File: src/ffpa_pkg.sv
// ffpa_pkg: shared types, codes and defaults of the first-fit pool allocator
// depends on nothing; used by ffpa_stats, ffpa_ctrl and first_fit_pool_allocator
package ffpa_pkg;

   localparam int POOL_BYTES_DEF   = 65536;
   localparam int ALIGN_BYTES_DEF  = 8;
   localparam int HEADER_BYTES_DEF = 24;

   localparam int CFG_W      = 17;
   localparam int REQ_SIZE_W = 17;
   localparam int OFFSET_W   = 16;
   localparam int STATUS_W   = 3;
   localparam int STAT_SIZE_W = 17;
   localparam int TOTAL_W    = 32;
   localparam int NEED_W     = 18;
   localparam int MIN_POOL   = 64;
   localparam int CFG_LIMIT  = 131072;

   localparam logic [CFG_W-1:0] CFG_RESET = 17'h10000;

   localparam logic ACT_ALLOC = 1'b0;
   localparam logic ACT_FREE  = 1'b1;

   localparam logic [STATUS_W-1:0] STATUS_ALLOC  = 3'd0;
   localparam logic [STATUS_W-1:0] STATUS_FREED  = 3'd1;
   localparam logic [STATUS_W-1:0] STATUS_NO_FIT = 3'd2;
   localparam logic [STATUS_W-1:0] STATUS_DOUBLE = 3'd3;
   localparam logic [STATUS_W-1:0] STATUS_NULL   = 3'd4;

   typedef enum logic [2:0] {
      ST_CLEAR,
      ST_IDLE,
      ST_WALK,
      ST_EVAL,
      ST_HEAD,
      ST_FREE_EVAL,
      ST_DONE
   } ctrl_state_type;

   typedef struct packed {
      logic                   alloc_ok;
      logic                   free_ok;
      logic [STAT_SIZE_W-1:0] size;
   } stat_event_type;

endpackage

File: src/ffpa_stats.sv
// ffpa_stats: live byte count and saturating totals of the allocator
// depends on ffpa_pkg
module ffpa_stats
   import ffpa_pkg::*;
(
   input  logic                   clock,
   input  logic                   reset,
   input  logic                   clear,
   input  stat_event_type         event_in,
   output logic [STAT_SIZE_W-1:0] live_bytes,
   output logic                   leak_present,
   output logic [TOTAL_W-1:0]     allocated_total,
   output logic [TOTAL_W-1:0]     freed_total,
   output logic [TOTAL_W-1:0]     grant_count,
   output logic [TOTAL_W-1:0]     release_count
);

   logic [STAT_SIZE_W-1:0] live_ff, live_in;
   logic [TOTAL_W-1:0]     alloc_sum_ff, alloc_sum_in;
   logic [TOTAL_W-1:0]     free_sum_ff, free_sum_in;
   logic [TOTAL_W-1:0]     alloc_ops_ff, alloc_ops_in;
   logic [TOTAL_W-1:0]     free_ops_ff, free_ops_in;
   logic [STAT_SIZE_W:0]   live_add;
   logic [TOTAL_W:0]       size_add_a, size_add_f, ops_add_a, ops_add_f;

   always_comb begin
      live_add   = {1'b0, live_ff} + {1'b0, event_in.size};
      size_add_a = {1'b0, alloc_sum_ff} + {{(TOTAL_W-STAT_SIZE_W+1){1'b0}}, event_in.size};
      size_add_f = {1'b0, free_sum_ff} + {{(TOTAL_W-STAT_SIZE_W+1){1'b0}}, event_in.size};
      ops_add_a  = {1'b0, alloc_ops_ff} + (TOTAL_W+1)'(1);
      ops_add_f  = {1'b0, free_ops_ff} + (TOTAL_W+1)'(1);
      live_in      = live_ff;
      alloc_sum_in = alloc_sum_ff;
      free_sum_in  = free_sum_ff;
      alloc_ops_in = alloc_ops_ff;
      free_ops_in  = free_ops_ff;
      if (clear) begin
         live_in      = '0;
         alloc_sum_in = '0;
         free_sum_in  = '0;
         alloc_ops_in = '0;
         free_ops_in  = '0;
      end else if (event_in.alloc_ok) begin
         live_in      = live_add[STAT_SIZE_W] ? '1 : live_add[STAT_SIZE_W-1:0];
         alloc_sum_in = size_add_a[TOTAL_W] ? '1 : size_add_a[TOTAL_W-1:0];
         alloc_ops_in = ops_add_a[TOTAL_W] ? '1 : ops_add_a[TOTAL_W-1:0];
      end else if (event_in.free_ok) begin
         live_in     = (live_ff >= event_in.size) ? live_ff - event_in.size : '0;
         free_sum_in = size_add_f[TOTAL_W] ? '1 : size_add_f[TOTAL_W-1:0];
         free_ops_in = ops_add_f[TOTAL_W] ? '1 : ops_add_f[TOTAL_W-1:0];
      end
   end

   always_ff @(posedge clock) begin
      if (reset) begin
         live_ff      <= '0;
         alloc_sum_ff <= '0;
         free_sum_ff  <= '0;
         alloc_ops_ff <= '0;
         free_ops_ff  <= '0;
      end else begin
         live_ff      <= live_in;
         alloc_sum_ff <= alloc_sum_in;
         free_sum_ff  <= free_sum_in;
         alloc_ops_ff <= alloc_ops_in;
         free_ops_ff  <= free_ops_in;
      end
   end

   assign live_bytes      = live_ff;
   assign leak_present    = (live_ff != '0);
   assign allocated_total = alloc_sum_ff;
   assign freed_total     = free_sum_ff;
   assign grant_count     = alloc_ops_ff;
   assign release_count   = free_ops_ff;

endmodule

File: config.mk
export PLATFORM = sky130hd
export DESIGN_NAME = ffpa_stats
export DESIGN_NICKNAME = d
export VERILOG_FILES = /design/src/ffpa_pkg.sv /design/src/ffpa_stats.sv
export SDC_FILE = /design/constraint.sdc
export NUM_CORES = 1
export LEC_CHECK = 0
export BUFFER_PORTS_ARGS = -buffer_cell sky130_fd_sc_hd__buf_4
export CAP_MARGIN = 10
export CORE_UTILIZATION = 52
export DETAILED_ROUTE_END_ITERATION = 12
export GPL_TIMING_DRIVEN = 0
export PLACE_DENSITY = 0.9
export SYNTH_ARGS = -nofsm -noshare
export SYNTH_HDL_FRONTEND = slang
export SYNTH_SLANG_ARGS = --single-unit
File: constraint.sdc
create_clock -name clock -period 3.3 [get_ports clock]
set_clock_uncertainty 0.1 [all_clocks]
set_input_delay 0.825 -clock clock [delete_from_list [all_inputs] [get_ports clock]]
set_output_delay 0.825 -clock clock [all_outputs]
set_load 0.1 [all_outputs]
; ---- Word level (Yosys, flattened, before mapping)
; Cells that the tools add are included.
[word_totals]
out_inout_bits = 146
elab_cells = 25
ff_bits = 145
inputBits = 22
[classes]
reduce_logical = 4
n_addsub = 6
order_cmp = 1
mux = 8
n_bitwise = 1
[op_table]
columns = op, count
row1 = 2-to-1 mux 32 bit, 4
row2 = 2-to-1 mux 17 bit, 4
row3 = "adder 32 x 1 -> 33 bit, second input constant", 2
row4 = adder 32 x 17 -> 33 bit, 2
row5 = adder 17 x 17 -> 18 bit, 1
row6 = greater-or-equal comparator 17 bit, 1
row7 = nonzero test 17 bit, 1
row8 = subtractor 17 bit, 1
row9 = AND reduction 2 bit, 1
row10 = nonzero test 2 bit, 1
row11 = OR reduction 2 bit, 1
row12 = inverter 1 bit, 1

; ---- Logic depth before layout (Yosys ltp)
[depth]
ltp_word = 4
ltp_mapped = 13
depth_no_buf = 12

; ---- Least setup slack after synthesis
; No wires, ideal clock.
[synth_timing]
path_kind = reg-to-reg
from = register live_ff[1] (netlist: live_bytes[1])
to = register live_ff[9] (netlist: live_bytes[9])
setup_ns = 0.071
required_time_ns = 3.129
period_less_slack_ns = 3.373
path_stages_with_launch = 11
t_arrival_ns = 3.202
n_path_buf = 1
path_slack_ns = -0.073
cell_sequence = dfxtp_1 -> ha_1 -> nand2b_1 -> a221oi_1 -> o21ai_0 -> a31oi_1 -> a31oi_1 -> a21boi_1 -> clkbuf_1 -> o21ai_0 -> a21oi_1
[synth_via]
elab_chain_cells = 4
word_cells_on_any_way = 7
cone_classes = 2 x add/sub / 1 x order compare / 4 x mux
[synth_lines]
columns = element, line_no
row1 = start: declaration, ffpa_stats.sv:18  ; logic [STAT_SIZE_W-1:0] live_ff, live_in;
row2 = start signal: assignment, ffpa_stats.sv:62  ; live_ff <= live_in;
row3 = subtractor 17 bit / greater-or-equal comparator 17 bit (equally long branches), ffpa_stats.sv:48  ; live_in = (live_ff >= event_in.size) ? live_ff - event_in.size : '0;
row4 = 2-to-1 mux 17 bit, ffpa_stats.sv:48
row5 = 2-to-1 mux 17 bit, ffpa_stats.sv:47  ; end else if (event_in.free_ok) begin
row6 = 2-to-1 mux 17 bit *, ffpa_stats.sv:43  ; end else if (event_in.alloc_ok) begin
; Every way passes the cells marked *; elsewhere a longest branch is shown, timed or not. The select of a mux whose other input is x is not followed.
; A chain may end at the register's enable or synchronous reset.

; ---- Worst setup path in the final report
[layout_timing]
from = input event_in[0] in the netlist's numbering
to = register alloc_sum_ff[19] (netlist: allocated_total[19])
[layout_via]
elab_chain_cells = 2
[layout_lines]
columns = element, line_no
row1 = start: declaration, ffpa_stats.sv:9  ; input stat_event_type event_in,
row2 = adder 32 x 17 -> 33 bit, ffpa_stats.sv:28  ; size_add_a = {1'b0, alloc_sum_ff} + {{(TOTAL_W-STAT_SIZE_W+1){1'b0}}, event_in.size};
row3 = 2-to-1 mux 32 bit, ffpa_stats.sv:45  ; alloc_sum_in = size_add_a[TOTAL_W] ? '1 : size_add_a[TOTAL_W-1:0];
row4 = end signal: assignment, ffpa_stats.sv:63  ; alloc_sum_ff <= alloc_sum_in;
row5 = end: declaration, ffpa_stats.sv:19  ; logic [TOTAL_W-1:0] alloc_sum_ff, alloc_sum_in;
; Every way passes these cells.

==> results_dict.tcl <==
set metrics [dict create \
    worst_hold_slack_ns 0.396 \
    n_antenna_cell 0 \
    setup_viol 0 \
    syn_nets 1280 \
    drc 0 \
    placed_area_sq_um 11000 \
    place_congestion 0.966 \
    synth-seq-cells 145 \
    ir_worst_vdd_uv 396 \
    yosysSeqAreaShare_pct 30.8 \
    grt_pass1_wl_um 45100 \
    post-route-cell-area_sq_um 11700 \
    wl_per_cell_um 18.4 \
    netlist_area_sq_um 9430 \
    grt_pass1_vias 8850 \
    worst_pin_slew_ns 0.821 \
    drv_slew 0 \
    vias 9964 \
    layout_setup_ws_ns 0.0663 \
    ys_async_sr_fraction_pct 0 \
    r2r-start "allocated_total[0]$_SDFFE_PP0P_" \
    ys.flop_type "dfxtp_1" \
    fin_nets 1465 \
    status "complete, no violations" \
    dieArea_sq_um 18700 \
    drive_gt1_share_pct 18.3 \
    finalCritPeriodShare_pct 98.0 \
    hold_depth 2 \
    critical_path_class "primary input to register" \
    arrival_ns 3.47 \
    synth_top_cell_area_share_pct 30.8 \
    drt_iter0_drc 966 \
    port_buffers 167 \
    syn-mean-instance-area_sq_um 7.96 \
    clock_latency_ns 0.44 \
    required_ns 3.54 \
    ys.warnings.count 0 \
    grt_max_degree 17 \
    start_kind "primary input" \
    chipHeight_um 137 \
    antenna_left 0 \
    reg2reg_setup_slack_ns 0.17 \
    power_density_nw_per_um2 397 \
    critPathMaxFanout 9 \
    worstHoldEndpoint "freed_total[0]$_SDFFE_PP0P_" \
    yosysTopAreaCell "dfxtp_1" \
    min_from "freed_total[0]$_SDFFE_PP0P_" \
    cts_root_buf "clkbuf_16" \
    syn2layout_area_growth_pct 23.8 \
    vias_per_cell 6.20 \
    placed_cells 1576 \
    antenna_found_initial 0 \
    fillCellCount 1447 \
    hold_viol 0 \
    hold_path_class "register to register" \
    synth_edf_count 0 \
    htree_num_levels 4 \
    ys_top_cells_by_area "dfxtp_1, ha_1, a21oi_1" \
    ios 168 \
    drt_pass1_iterations 5 \
    clock_path_buffers 2 \
    r2r-end "allocated_total[19]$_SDFFE_PP0P_" \
    core_area_sq_um 17500 \
    synthCells 1184 \
    gr-total-overflow 0 \
    reg2reg_depth 10 \
    max_freq_ghz 0.309 \
    period_needed_ns 3.23 \
    routed_wl_um 29600 \
    synth_cell_type_count 70 \
    num_rows 48 \
    tritoncts "yes" \
    relSlewSlack_pct 44.8 \
    p_leak_uw 0.00479 \
    drv_cap 0 \
    hpwl_um 21300 \
    numCtsBuffers 17 \
    fin_setup_tns_ns 0 \
    pre_cts_ws_ns -0.966 \
    clkSinkCount 145 \
    die_x_um 137 \
    final_cells 1607 \
    cp-startpoint "event_in[0]" \
    endpoint_kind "register" \
    grtUsageTotal_pct 30.9 \
    start_util_pct 54.0 \
    clkTransAtPathRegs_ns 0.07 \
]
[synth_stat cells (4+ instances only)]
master / number
o211ai_1: 8
o21ai_0: 84
nand3_1: 43
and3_1: 16
xnor2_1: 49
o21a_1: 14
buf_2: 4
and2_1: 7
nor4_1: 8
a211oi_1: 14
ha_1: 70
dfxtp_1: 145
a21o_1: 18
nand2_1: 74
a211o_1: 6
nor2_1: 102
nand4_1: 33
nor3_1: 26
a31oi_1: 23
a311oi_1: 5
o31ai_1: 4
nor2b_1: 7
clkbuf_1: 57
a22oi_1: 14
and4_1: 8
fa_1: 4
xor2_1: 63
a21oi_1: 148
inv_1: 44
o21bai_1: 9
nand2b_1: 11
mux2i_1: 5
[state kept, by name, indices dropped and copies added, names as in the netlist]
register         flops
allocated_total     32
freed_total         32
grant_count         32
release_count       32
live_bytes          17
[how the worst max path moves through the flow]
stage	to
after detailed placement	live_bytes[7]$_SDFFE_PP0P_
after floorplan	live_bytes[16]$_SDFFE_PP0P_
after global placement	live_bytes[3]$_SDFFE_PP0P_
after CTS	freed_total[13]$_SDFFE_PP0P_
after global routing	allocated_total[3]$_SDFFE_PP0P_
final	allocated_total[19]$_SDFFE_PP0P_
[repair_timing]
action                     in CTS  in global routing
resized for setup               9                 19
setup endpoints to repair      50                 62
buffers inserted                2                  1
hold buffers                    0                  0
pin swaps                       2                  2
[kinds of logic after synthesis]
logic type / count (synthesis) / share of synthesized area, %
buffers and inverters: 106 / 4.27
flip-flops: 145 / 30.8
XOR/XNOR: 112 / 10.4
multiplexers: 5 / 0.531
AO/OA/AOI/OAI: 381 / 24.5
adder cells (fa/ha/maj): 74 / 10.1
AND/OR/NAND/NOR: 361 / 19.4
[through the flow]
step / utilization (%) / total power (uW)
after floorplan: - / 2520
after global placement: 62.8 / 2730
after detailed placement: 62.8 / 2750
after CTS: 66.2 / 4600
after global routing: 66.8 / 4780
final: 66.8 / 4630
[cell type report]
cell class | instances | area [sq um] | area share, %
Buffer | 58 | 230 | 1.97
Clock buffer | 18 | 439 | 3.76
Multi-Input combinational cell | 933 | 6250 | 53.5
Timing Repair Buffer | 170 | 1280 | 10.9
Clock inverter | 14 | 120 | 1.03
Inverter | 44 | 165 | 1.42
Tap cell | 225 | 282 | 2.41
Sequential cell | 145 | 2910 | 24.9
[power by group]
group	leakage, uW	switching (uW)	total [uW]	internal, uW
Clock	0.000278	872	1880	1010
Combinational	0.00334	654	933	279
Sequential	0.00118	38.3	1820	1780
Total	0.00479	1560	4630	3070
[per-layer routing]
layer / share of wire (%) / GRT usage, %
met1: 41 / 39.2
met2: 48 / 51.1
met3: 8.3 / 5.89
met4: 3.0 / 13.0
met5: 0 / 0
[worst max-delay path, cell delays in order]
cell	delay, ns
buf_4	0.13
ha_1	0.24
fa_1	0.30
a211oi_2	0.12
o21ai_1	0.27
nand3_1	0.16
a21oi_1	0.34
o21bai_2	0.18
a21boi_2	0.34
nand3_1	0.33
o21ai_0	0.24
[cell usage in the layout (no fill, tap or decap), types with 4 or more instances in the layout]
cell	synthesis	routed
nand2b_1	11	11
o31ai_1	4	4
inv_6	0	8
a21o_1	18	18
ha_1	70	70
nor2b_1	7	7
a22oi_1	14	14
dfxtp_1	145	140
fa_1	4	4
nand4_1	33	33
nand3_1	43	43
a211oi_1	14	10
o21bai_1	9	8
a211o_1	6	6
and4_1	8	8
buf_4	0	170
nand2_1	74	74
buf_2	4	5
a211oi_2	0	4
mux2i_1	5	5
o21a_1	14	14
o211ai_1	8	8
o21ai_0	84	82
nor2_1	102	102
a311oi_1	5	4
xor2_1	63	63
clkbuf_16	0	17
clkbuf_1	57	49
and2_1	7	6
dfxtp_2	0	5
a21oi_1	148	147
nor3_1	26	26
a31oi_1	23	20
inv_1	44	44
o21ai_1	2	4
and3_1	16	16
nor4_1	8	8
xnor2_1	49	49
No activity file was read; power rests on OpenSTA's default activity.
