**src/ffpa_pkg.sv**
```systemverilog
// ffpa_pkg: shared types, codes and defaults of the first-fit pool allocator
// depends on nothing; used by ffpa_stats, ffpa_ctrl and first_fit_pool_allocator
package ffpa_pkg;

   localparam int POOL_BYTES_DEF   = 65536;
   localparam int ALIGN_BYTES_DEF  = 8;
   localparam int HEADER_BYTES_DEF = 24;

   localparam int CFG_W      = 17;
   localparam int REQ_SIZE_W = 17;
   localparam int OFFSET_W   = 16;
   localparam int STATUS_W   = 3;
   localparam int STAT_SIZE_W = 17;
   localparam int TOTAL_W    = 32;
   localparam int NEED_W     = 18;
   localparam int MIN_POOL   = 64;
   localparam int CFG_LIMIT  = 131072;

   localparam logic [CFG_W-1:0] CFG_RESET = 17'h10000;

   localparam logic ACT_ALLOC = 1'b0;
   localparam logic ACT_FREE  = 1'b1;

   localparam logic [STATUS_W-1:0] STATUS_ALLOC  = 3'd0;
   localparam logic [STATUS_W-1:0] STATUS_FREED  = 3'd1;
   localparam logic [STATUS_W-1:0] STATUS_NO_FIT = 3'd2;
   localparam logic [STATUS_W-1:0] STATUS_DOUBLE = 3'd3;
   localparam logic [STATUS_W-1:0] STATUS_NULL   = 3'd4;

   typedef enum logic [2:0] {
      ST_CLEAR,
      ST_IDLE,
      ST_WALK,
      ST_EVAL,
      ST_HEAD,
      ST_FREE_EVAL,
      ST_DONE
   } ctrl_state_type;

   typedef struct packed {
      logic                   alloc_ok;
      logic                   free_ok;
      logic [STAT_SIZE_W-1:0] size;
   } stat_event_type;

endpackage

```
**src/ffpa_ctrl.sv**
```systemverilog
// ffpa_ctrl: sequencer for header clearing, first-fit walk, split and free
// depends on ffpa_pkg; drives ffpa_hdr_mem and ffpa_stats
module ffpa_ctrl
   import ffpa_pkg::*;
#(
   parameter int POOL_BYTES   = POOL_BYTES_DEF,
   parameter int ALIGN_BYTES  = ALIGN_BYTES_DEF,
   parameter int HEADER_BYTES = HEADER_BYTES_DEF,
   parameter int DEPTH        = 8192,
   parameter int IDX_W        = 13,
   parameter int SZ_W         = 16,
   parameter int LEN_W        = 17,
   parameter int GRAIN_LG     = 3
) (
   input  logic                  clock,
   input  logic                  reset,
   input  logic                  csr_wr_en,
   input  logic [CFG_W-1:0]      csr_wr_data,
   input  logic                  req_valid,
   output logic                  req_ready,
   input  logic                  req_action,
   input  logic [REQ_SIZE_W-1:0] req_request_size,
   input  logic [OFFSET_W-1:0]   req_block_offset,
   output logic                  rsp_valid,
   input  logic                  rsp_ready,
   output logic [STATUS_W-1:0]   rsp_status,
   output logic [OFFSET_W-1:0]   rsp_payload_offset,
   output logic [STAT_SIZE_W-1:0] rsp_granted_size,
   output logic                  mem_rd_en,
   output logic [IDX_W-1:0]      mem_rd_idx,
   input  logic [SZ_W+1:0]       mem_rd_data,
   output logic                  mem_wr_en,
   output logic [IDX_W-1:0]      mem_wr_idx,
   output logic [SZ_W+1:0]       mem_wr_data,
   output logic                  stat_clear,
   output stat_event_type        stat_event
);

   localparam int PB_W = $clog2(POOL_BYTES + 1);
   localparam int CW   = ((PB_W > NEED_W) ? PB_W : NEED_W) + 1;
   localparam int XW   = ((LEN_W > NEED_W) ? LEN_W : NEED_W) + 2;

   ctrl_state_type state_ff, state_in;

   logic [CFG_W-1:0]    cfg_ff;
   logic [IDX_W-1:0]    clr_cnt_ff;
   logic [NEED_W-1:0]   need_ff;
   logic [LEN_W-1:0]    off_ff;
   logic [IDX_W-1:0]    fidx_ff;
   logic [STATUS_W-1:0] st_ff;
   logic [OFFSET_W-1:0] pay_ff;
   logic [SZ_W-1:0]     grant_ff;
   logic                rsp_valid_ff;
   logic [STATUS_W-1:0] rsp_status_ff;
   logic [OFFSET_W-1:0] rsp_pay_ff;
   logic [SZ_W-1:0]     rsp_grant_ff;

   logic [CW-1:0]     p_clamp, p_align, p_fin;
   logic [LEN_W-1:0]  pool_len;
   logic [NEED_W-1:0] need_calc;
   logic [XW-1:0]     off_x, size_x, need_x, len_x, hdr_x, nb_x, next_x;
   logic              walk_end, fits, split;
   logic              rd_valid, rd_free;
   logic [SZ_W-1:0]   rd_size;
   logic [OFFSET_W-1:0] fhdr;
   logic              free_bad;
   logic [XW-1:0]     fhdr_x;
   logic              accept, slot_free, finish;

   // pool length from the size register
   always_comb begin
      p_clamp = CW'(cfg_ff);
      if (p_clamp < CW'(MIN_POOL)) begin
         p_clamp = CW'(MIN_POOL);
      end
      if (p_clamp > CW'(POOL_BYTES)) begin
         p_clamp = CW'(POOL_BYTES);
      end
      p_align = (p_clamp + CW'(ALIGN_BYTES - 1)) & ~CW'(ALIGN_BYTES - 1);
      p_fin   = p_align;
      if (p_align > CW'(POOL_BYTES)) begin
         p_fin = CW'(POOL_BYTES) & ~CW'(ALIGN_BYTES - 1);
      end
      pool_len = p_fin[LEN_W-1:0];
   end

   always_comb begin
      need_calc = (NEED_W'(req_request_size) + NEED_W'(ALIGN_BYTES - 1))
                  & ~NEED_W'(ALIGN_BYTES - 1);
      rd_valid = mem_rd_data[SZ_W+1];
      rd_free  = mem_rd_data[SZ_W];
      rd_size  = mem_rd_data[SZ_W-1:0];
      off_x    = XW'(off_ff);
      size_x   = XW'(rd_size);
      need_x   = XW'(need_ff);
      len_x    = XW'(pool_len);
      hdr_x    = XW'(HEADER_BYTES);
      walk_end = (off_x + hdr_x) > len_x;
      fits     = rd_valid && rd_free && (size_x >= need_x);
      split    = size_x >= (need_x + hdr_x + XW'(ALIGN_BYTES));
      nb_x     = off_x + hdr_x + need_x;
      next_x   = off_x + hdr_x + size_x;
      fhdr     = req_block_offset - OFFSET_W'(HEADER_BYTES);
      fhdr_x   = XW'(fhdr);
      free_bad = (req_block_offset == '0)
                 || (XW'(req_block_offset) < hdr_x)
                 || (fhdr_x >= len_x)
                 || (fhdr[GRAIN_LG-1:0] != '0);
      accept    = req_valid && req_ready;
      slot_free = !rsp_valid_ff || rsp_ready;
      finish    = (state_ff == ST_DONE) && slot_free;
   end

   // next state
   always_comb begin
      state_in = state_ff;
      unique case (state_ff)
         ST_CLEAR: begin
            if (clr_cnt_ff == IDX_W'(DEPTH - 1)) begin
               state_in = ST_IDLE;
            end
         end
         ST_IDLE: begin
            if (accept) begin
               if (req_action == ACT_ALLOC) begin
                  state_in = ST_WALK;
               end else if (free_bad) begin
                  state_in = ST_DONE;
               end else begin
                  state_in = ST_FREE_EVAL;
               end
            end
         end
         ST_WALK: begin
            state_in = walk_end ? ST_DONE : ST_EVAL;
         end
         ST_EVAL: begin
            if (!rd_valid) begin
               state_in = ST_DONE;
            end else if (fits) begin
               state_in = ST_HEAD;
            end else begin
               state_in = ST_WALK;
            end
         end
         ST_HEAD:      state_in = ST_DONE;
         ST_FREE_EVAL: state_in = ST_DONE;
         ST_DONE: begin
            if (slot_free) begin
               state_in = ST_IDLE;
            end
         end
         default: state_in = ST_CLEAR;
      endcase
      if (csr_wr_en) begin
         state_in = ST_CLEAR;
      end
   end

   // outputs
   always_comb begin
      req_ready   = (state_ff == ST_IDLE) && !csr_wr_en;
      mem_rd_en   = 1'b0;
      mem_rd_idx  = off_ff[IDX_W+GRAIN_LG-1:GRAIN_LG];
      mem_wr_en   = 1'b0;
      mem_wr_idx  = off_ff[IDX_W+GRAIN_LG-1:GRAIN_LG];
      mem_wr_data = '0;
      stat_clear  = csr_wr_en;
      stat_event.alloc_ok = finish && (st_ff == STATUS_ALLOC);
      stat_event.free_ok  = finish && (st_ff == STATUS_FREED);
      stat_event.size     = STAT_SIZE_W'(grant_ff);
      unique case (state_ff)
         ST_CLEAR: begin
            mem_wr_en  = 1'b1;
            mem_wr_idx = clr_cnt_ff;
            if (clr_cnt_ff == '0) begin
               mem_wr_data = {1'b1, 1'b1, SZ_W'(pool_len - LEN_W'(HEADER_BYTES))};
            end
         end
         ST_IDLE: begin
            mem_rd_en  = accept && (req_action == ACT_FREE) && !free_bad;
            mem_rd_idx = fhdr[IDX_W+GRAIN_LG-1:GRAIN_LG];
         end
         ST_WALK: begin
            mem_rd_en = !walk_end;
         end
         ST_EVAL: begin
            if (fits && split) begin
               mem_wr_en   = 1'b1;
               mem_wr_idx  = nb_x[IDX_W+GRAIN_LG-1:GRAIN_LG];
               mem_wr_data = {1'b1, 1'b1, SZ_W'(size_x - need_x - hdr_x)};
            end
         end
         ST_HEAD: begin
            mem_wr_en   = 1'b1;
            mem_wr_data = {1'b1, 1'b0, grant_ff};
         end
         ST_FREE_EVAL: begin
            mem_wr_en   = rd_valid && !rd_free;
            mem_wr_idx  = fidx_ff;
            mem_wr_data = {1'b1, 1'b1, rd_size};
         end
         ST_DONE: begin
         end
         default: begin
         end
      endcase
   end

   always_ff @(posedge clock) begin
      if (reset) begin
         state_ff     <= ST_CLEAR;
         cfg_ff       <= CFG_RESET;
         clr_cnt_ff   <= '0;
         rsp_valid_ff <= 1'b0;
      end else begin
         state_ff <= state_in;
         if (csr_wr_en) begin
            cfg_ff     <= csr_wr_data;
            clr_cnt_ff <= '0;
         end else if (state_ff == ST_CLEAR) begin
            clr_cnt_ff <= clr_cnt_ff + IDX_W'(1);
         end
         if (finish) begin
            rsp_valid_ff <= 1'b1;
         end else if (rsp_ready) begin
            rsp_valid_ff <= 1'b0;
         end
      end
   end

   // item work registers
   always_ff @(posedge clock) begin
      if (accept) begin
         need_ff  <= need_calc;
         off_ff   <= '0;
         fidx_ff  <= fhdr[IDX_W+GRAIN_LG-1:GRAIN_LG];
         st_ff    <= (req_action == ACT_ALLOC) ? STATUS_NO_FIT : STATUS_NULL;
         pay_ff   <= '0;
         grant_ff <= '0;
      end
      if (state_ff == ST_EVAL && rd_valid) begin
         if (fits) begin
            st_ff    <= STATUS_ALLOC;
            pay_ff   <= OFFSET_W'(off_x + hdr_x);
            grant_ff <= split ? SZ_W'(need_ff) : rd_size;
         end else begin
            off_ff <= next_x[LEN_W-1:0];
         end
      end
      if (state_ff == ST_FREE_EVAL && rd_valid) begin
         if (rd_free) begin
            st_ff <= STATUS_DOUBLE;
         end else begin
            st_ff    <= STATUS_FREED;
            grant_ff <= rd_size;
         end
      end
      if (finish) begin
         rsp_status_ff <= st_ff;
         rsp_pay_ff    <= pay_ff;
         rsp_grant_ff  <= grant_ff;
      end
   end

   assign rsp_valid          = rsp_valid_ff;
   assign rsp_status         = rsp_status_ff;
   assign rsp_payload_offset = rsp_pay_ff;
   assign rsp_granted_size   = STAT_SIZE_W'(rsp_grant_ff);

endmodule

```
**config.mk**
```make
export PLATFORM = sky130hd
export DESIGN_NAME = ffpa_ctrl
export DESIGN_NICKNAME = d
export VERILOG_FILES = /design/src/ffpa_pkg.sv /design/src/ffpa_ctrl.sv
export SDC_FILE = /design/constraint.sdc
export NUM_CORES = 1
export LEC_CHECK = 0
export BUFFER_PORTS_ARGS = -buffer_cell sky130_fd_sc_hd__buf_4
export CAP_MARGIN = 20
export CORE_ASPECT_RATIO = 0.7
export CORE_MARGIN = 3
export CORE_UTILIZATION = 55
export CTS_BUF_LIST = sky130_fd_sc_hd__clkbuf_4 sky130_fd_sc_hd__clkbuf_8 sky130_fd_sc_hd__clkbuf_16
export DETAILED_ROUTE_END_ITERATION = 10
export PLACE_DENSITY = 0.78
export RECOVER_POWER = 25
export SYNTH_ARGS = -nofsm -noshare
export SYNTH_HDL_FRONTEND = slang
export SYNTH_SLANG_ARGS = --single-unit
```
**constraint.sdc**
```tcl
create_clock -name clock -period 5.1 [get_ports clock]
set_input_delay 0.765 -clock clock [delete_from_list [all_inputs] [get_ports clock]]
set_output_delay 0.765 -clock clock [all_outputs]
set_load 0.05 [all_outputs]
```
======== Word level (Yosys, flattened, before mapping) ========
Index checks and enable logic that the tools add are counted.
operators by class
  add/sub/neg operators ................... 12
  multipliers ............................. 0
  divide/modulo/power cells ............... 0
  $lt $le $gt $ge ......................... 8
  equality and inequality tests ........... 11
  shift-type cells ........................ 0
  multiplexer cells ....................... 41
  bitwise gates (word level) .............. 0
  reduce and logical (&&, ||, !) cells .... 32
operators with widths
  cell                                                              count
  two-way mux 16 bit                                                9
  two-way mux 17 bit                                                6
  case mux 18 bit (4 select lines)                                  1
  case mux 13 bit (3 select lines)                                  1
  adder 17 x 3 -> 18 bit (second input constant)                    2
  two-way mux 18 bit                                                2
  two-way mux 3 bit                                                 12
  subtractor 16 x 5 -> 16 bit (second input constant)               2
  two-way mux 13 bit                                                2
  adder 19 x 4 -> 20 bit (second input constant)                    1
  greater-or-equal comparator 16 x 20 -> 1 bit                      1
  adder 18 x 5 -> 19 bit (second input constant)                    1
  greater-than comparator 19 x 17 -> 1 bit (second input constant)  1
  adder 17 x 5 -> 18 bit (second input constant)                    1
  greater-or-equal comparator 16 x 18 -> 1 bit                      1
  greater-than comparator 18 x 17 -> 1 bit                          1
  greater-than comparator 18 x 17 -> 1 bit (second input constant)  1
  case mux 3 bit (6 select lines)                                   1
  adder 17 x 16 -> 17 bit                                           1
  greater-or-equal comparator 16 x 17 -> 1 bit                      1
  < comparator 17 x 7 -> 1 bit (second input constant)              1
  adder 16 bit                                                      1
  zero test 16 bit                                                  1
  < comparator 16 x 5 -> 1 bit (second input constant)              1
  21 further kinds                                                  52
storage, ports and cells
  register bits ........................... 149
  bits in latches ......................... 0
  bits in writable memories ............... 0
  ROM bits ................................ 0
  output and inout port bits .............. 104
  logic and storage cells ................. 117
  memories kept ........................... 0

======== Logic depth before layout (Yosys ltp) ========
  word-level depth ........................ 14
  mapped depth ............................ 17

======== Worst setup path after synthesis ========
Ideal clock, no wire load.
  kind .................................... input -> output
  start ................................... input port req_block_offset[8]
  end ..................................... output port mem_rd_en
  data arrival time ....................... 3.892 ns
  data required time ...................... 4.335 ns
  setup slack ............................. 0.443 ns
  cell stages on the path ................. 11
  path buffers ............................ 0
  path through ............................ or4_1 -> a211oi_1 -> nor2b_1 -> nor2b_1 -> xor2_1 -> ha_1 -> o2111ai_1 -> a21oi_1 -> a221oi_1 -> o2111ai_1 -> o2bb2ai_1
between the ends
  word-level cells in the longest chain between the ends .. 7
ends and longest elaborated chain
  what                                          line              text
  from (decl)                                   ffpa_ctrl.sv:23   input logic [OFFSET_W-1:0] req_block_offset,
  subtractor 16 x 5 -> 16 bit                   ffpa_ctrl.sv:103  fhdr = req_block_offset - OFFSET_W'(HEADER_BYTES);
  named net fhdr[12]                            ffpa_ctrl.sv:65   logic [OFFSET_W-1:0] fhdr;
  greater-or-equal comparator 16 x 17 -> 1 bit  ffpa_ctrl.sv:107  || (fhdr_x >= len_x)
  logical OR 1 bit                              ffpa_ctrl.sv:107
  logical OR 1 bit                              ffpa_ctrl.sv:108  || (fhdr[GRAIN_LG-1:0] != '0);
  zero test 1 bit                               ffpa_ctrl.sv:181  mem_rd_en = accept && (req_action == ACT_FREE) && !free_bad;
  logical AND 1 bit                             ffpa_ctrl.sv:181
  case mux 1 bit (2 select lines)               ffpa_ctrl.sv:172  unique case (state_ff)
  to (decl)                                     ffpa_ctrl.sv:29   output logic mem_rd_en,
The timed path passes the listed nets, and every way through them passes these cells.

======== Worst setup path after layout ========
  start ................................... register cfg_ff[6]
  end ..................................... output port mem_rd_en
between the ends
  word-level cells in the longest chain between the ends .. 13
ends and longest elaborated chain
  what                                          line              text
  from (decl)                                   ffpa_ctrl.sv:45   logic [CFG_W-1:0] cfg_ff;
  from (signal assigned)                        ffpa_ctrl.sv:219  cfg_ff <= csr_wr_data;
  < comparator 17 x 7 -> 1 bit                  ffpa_ctrl.sv:73   if (p_clamp < CW'(MIN_POOL)) begin
  two-way mux 17 bit *                          ffpa_ctrl.sv:73
  greater-than comparator 19 x 17 -> 1 bit      ffpa_ctrl.sv:76   if (p_clamp > CW'(POOL_BYTES)) begin
  two-way mux 17 bit *                          ffpa_ctrl.sv:76
  adder 17 x 3 -> 18 bit *                      ffpa_ctrl.sv:79   p_align = (p_clamp + CW'(ALIGN_BYTES - 1)) & ~CW'(ALIGN_BYTES - 1);
  greater-than comparator 18 x 17 -> 1 bit      ffpa_ctrl.sv:81   if (p_align > CW'(POOL_BYTES)) begin
  two-way mux 17 bit *                          ffpa_ctrl.sv:81
  greater-or-equal comparator 16 x 17 -> 1 bit  ffpa_ctrl.sv:107
  logical OR 1 bit                              ffpa_ctrl.sv:107
  logical OR 1 bit                              ffpa_ctrl.sv:108
  zero test 1 bit                               ffpa_ctrl.sv:181
  logical AND 1 bit                             ffpa_ctrl.sv:181
  case mux 1 bit (2 select lines) *             ffpa_ctrl.sv:172
Every way passes the cells marked *; elsewhere a longest branch is shown, timed or not.

==> results.cfg <==
[critical_path]
crit_arrival_ns = 4.20
r2r_cells = 14
reg2reg_from = need_ff[6]
crit_path_max_fanout = 10
critPathRequiredTime_ns = 4.34
reg2reg_to = grant_ff[15]
cp-end-kind = output pin
start_kind = register
ff2ff_setup_slack_ns = 1.39
critPathKind = reg2out

[floorplan]
die-height_um = 124
initial_core_util = 0.572
rows = 42
die_area_um2 = 21800
coreArea_um2 = 19300
ioPinCount = 178
dieWidth_um = 175

[worst_hold_path]
holdPathEnd = rsp_payload_offset[11]
hold_path_class = reg2reg
whs_path_depth = 0
worstHoldStart = pay_ff[11]

[route]
detail_route.wirelength_um = 35500
first_pass_iters = 7
vias_per_cell = 6.08
drtIter0Drc = 1267
drc_errors = 0
num_vias = 10600
drt-wirelength-per-cell_um = 20.5
ant_nets = 0

[grt]
grt_pass1_wl_um = 54400
grt_start_max_net_pins = 34
grt_use_met1 = 0.456
grtUsageMet3 = 0.0941
met2_usage = 0.460
grt_pass1_vias = 9795
grt.busiest_layer = met2
antenna_found_initial = 0
grtUsageTotal = 0.317
overflow = 0

[clock_tree]
cts_max_level = 4
cts_root_buf = clkbuf_16
cts_buffers = 17
cts_tree = done
clock_latency_ns = 0.44
cts.path.max_buffers = 2
cts_hold_buf = 0
path_clk_slew_ns = 0.06
cts_sinks = 149

[placement]
place_ws_ns = 0.339
port-buffer-count = 175
hpwl_um = 27200
gp_congestion = 1.00
place_area_um2 = 12800
placed_cells = 1702

[synth]
synth-main-ff-cell = dfxtp_1
synth_cells = 1270
synth_edf_count = 63
synthTopCellsByArea = edfxtp_1 17%, dfxtp_1 16%, ha_1 12%
yosysTopAreaCellShare = 0.172
netlist_area_um2 = 11000
ys_ff_latch = 149
synth_top_area_cell = edfxtp_1
synth_seq_area_share = 0.328
ys_warn_count = 0
syn_avg_cell_area_um2 = 8.68
ys_types = 87
synth-async-reset-ratio = 0

[sta]
clock_skew_ns = 0.0106
min_period_ns = 4.96
fmax_mhz = 202
finalHoldViolCount = 0
max_slew_margin = 0.324
finalCritPeriodShare = 0.973
worst_pin_slew_ns = 1.01
slew_viol_final = 0
final-setup-viol-count = 0
fin_ws_ns = 0.140
rsz0062_at_grt = yes

[power_and_ir_drop]
internal-power_w = 0.00233
leakage_nw = 5.78
seqPwrFrac = 0.393
ir_drop_mv = 0.234
total_power_w = 0.00324
switching_power_w = 0.000901
pwr-share-comb = 0.181
clkPwrFrac = 0.426
p_sw_frac = 0.278
power_density_nw_per_um2 = 241

[finish]
fin_cells = 1736
nFillCells = 1571
syn_to_final_growth_pct = 21.8
drive_gt1_frac = 0.189
antenna_cells = 0
nets = 1644
fin_area_um2 = 13400

[job]
maxCapViolCount = 0

[status]
outcome = finished clean
## per-layer routing
metal / wire (µm) / share of wire
met5: 0 / 0
met2: 15000 / 0.42
met4: 809 / 0.023
met3: 4150 / 0.12
met1: 15600 / 0.44
## state kept, by name, summed over array words and instances (netlist names)
| name | count |
|---|---|
| rsp_payload_offset | 16 |
| grant_ff | 16 |
| st_ff | 3 |
| rsp_status | 3 |
| need_ff | 15 |
| state_ff | 3 |
| rsp_valid | 1 |
| clr_cnt_ff | 13 |
| fidx_ff | 13 |
| cfg_ff | 17 |
| pay_ff | 16 |
| off_ff | 17 |
| rsp_grant_ff | 16 |
## cells in the final DEF, fill, tap and decap left out, types with 57 or more instances in the layout
cell,instances
nand2_1,138
dfxtp_1,85
xnor2_1,57
inv_1,77
a21oi_1,60
nor2_1,89
edfxtp_1,63
ha_1,107
o21ai_0,96
buf_4,207
## logic make-up after synthesis
| group | Yosys count | share of synthesized area |
|---|---|---|
| buffers and inverters | 127 | 0.0459 |
| xor gates and xnor gates | 111 | 0.0889 |
| and+or+nand+nor | 440 | 0.200 |
| other | 1 | 0.000340 |
| adders and majority gates | 111 | 0.129 |
| DFF | 149 | 0.328 |
| muxes | 17 | 0.0154 |
| AOI/OAI and AO/OA | 314 | 0.193 |
## cells in the mapped netlist, drive strengths merged, types with 29 or more instances
cell,instances
ha,107
nand3,53
xnor2,58
edfxtp,63
xor2,53
o21ai,101
nor2,91
a21oi,61
clkbuf,35
dfxtp,86
inv,77
nor3,29
nand2,138
## repair_timing
item                       in CTS  in global routing
setup endpoints to repair       1                  5
gates cloned                    0                  0
setup buffers                   0                  2
pin swaps                       0                  2
gates resized for setup         1                  7
## critical path: stages, from the launching register on
cell and delay (ns):
dfxtp_2 0.37, or4_4 0.61, or3_4 0.42, o21a_4 0.26
nor2_8 0.19, inv_1 0.12, ha_1 0.31, a211oi_1 0.20
nand2_1 0.09, a21oi_1 0.11, o21ai_0 0.09, a221oi_1 0.28
o2111ai_1 0.23, o2bb2ai_2 0.24, buf_4 0.23
## power by group through the flow
stage,Combinational (W),Clock (W),Sequential (W)
detailed placement,0.000569,0,0.00130
CTS,0.000576,0.00139,0.00127
finish,0.000586,0.00138,0.00127
floorplan,0.000382,0,0.00129
global route,0.000633,0.00143,0.00127
global placement,0.000563,0,0.00130
## stage by stage
step	util	TNS (ns)	hold WS [ns]
6_report	0.697	0	0.431
5_1_grt	0.697	-0.0731	0.438
4_1_cts	0.696	0	0.430
3_5_place_dp	0.663	0	0.415
3_3_place_gp	0.663	0	0.418
2_1_floorplan	-	0	0.408
## area by class of cell
cell class | count | area [µm²] | share of cell area
sequential | 149 | 3610 | 0.269
tap | 264 | 330 | 0.0246
clock buffer | 21 | 462 | 0.0344
timing repair buffer | 219 | 1620 | 0.121
inverter | 77 | 289 | 0.0215
clock inverter | 11 | 174 | 0.0129
multi-input combinational | 995 | 6940 | 0.517
## worst max path at each step
stage                        startpoint         to  slack [ns]
detailed placement  req_block_offset[8]  mem_rd_en        0.34
floorplan           req_block_offset[8]  mem_rd_en        0.44
CTS                           cfg_ff[6]  mem_rd_en        0.03
global placement    req_block_offset[8]  mem_rd_en        0.38
global route                  off_ff[3]  mem_rd_en       -0.07
finish                        cfg_ff[6]  mem_rd_en        0.14
Note: power is estimated with default switching activity, not from simulation.
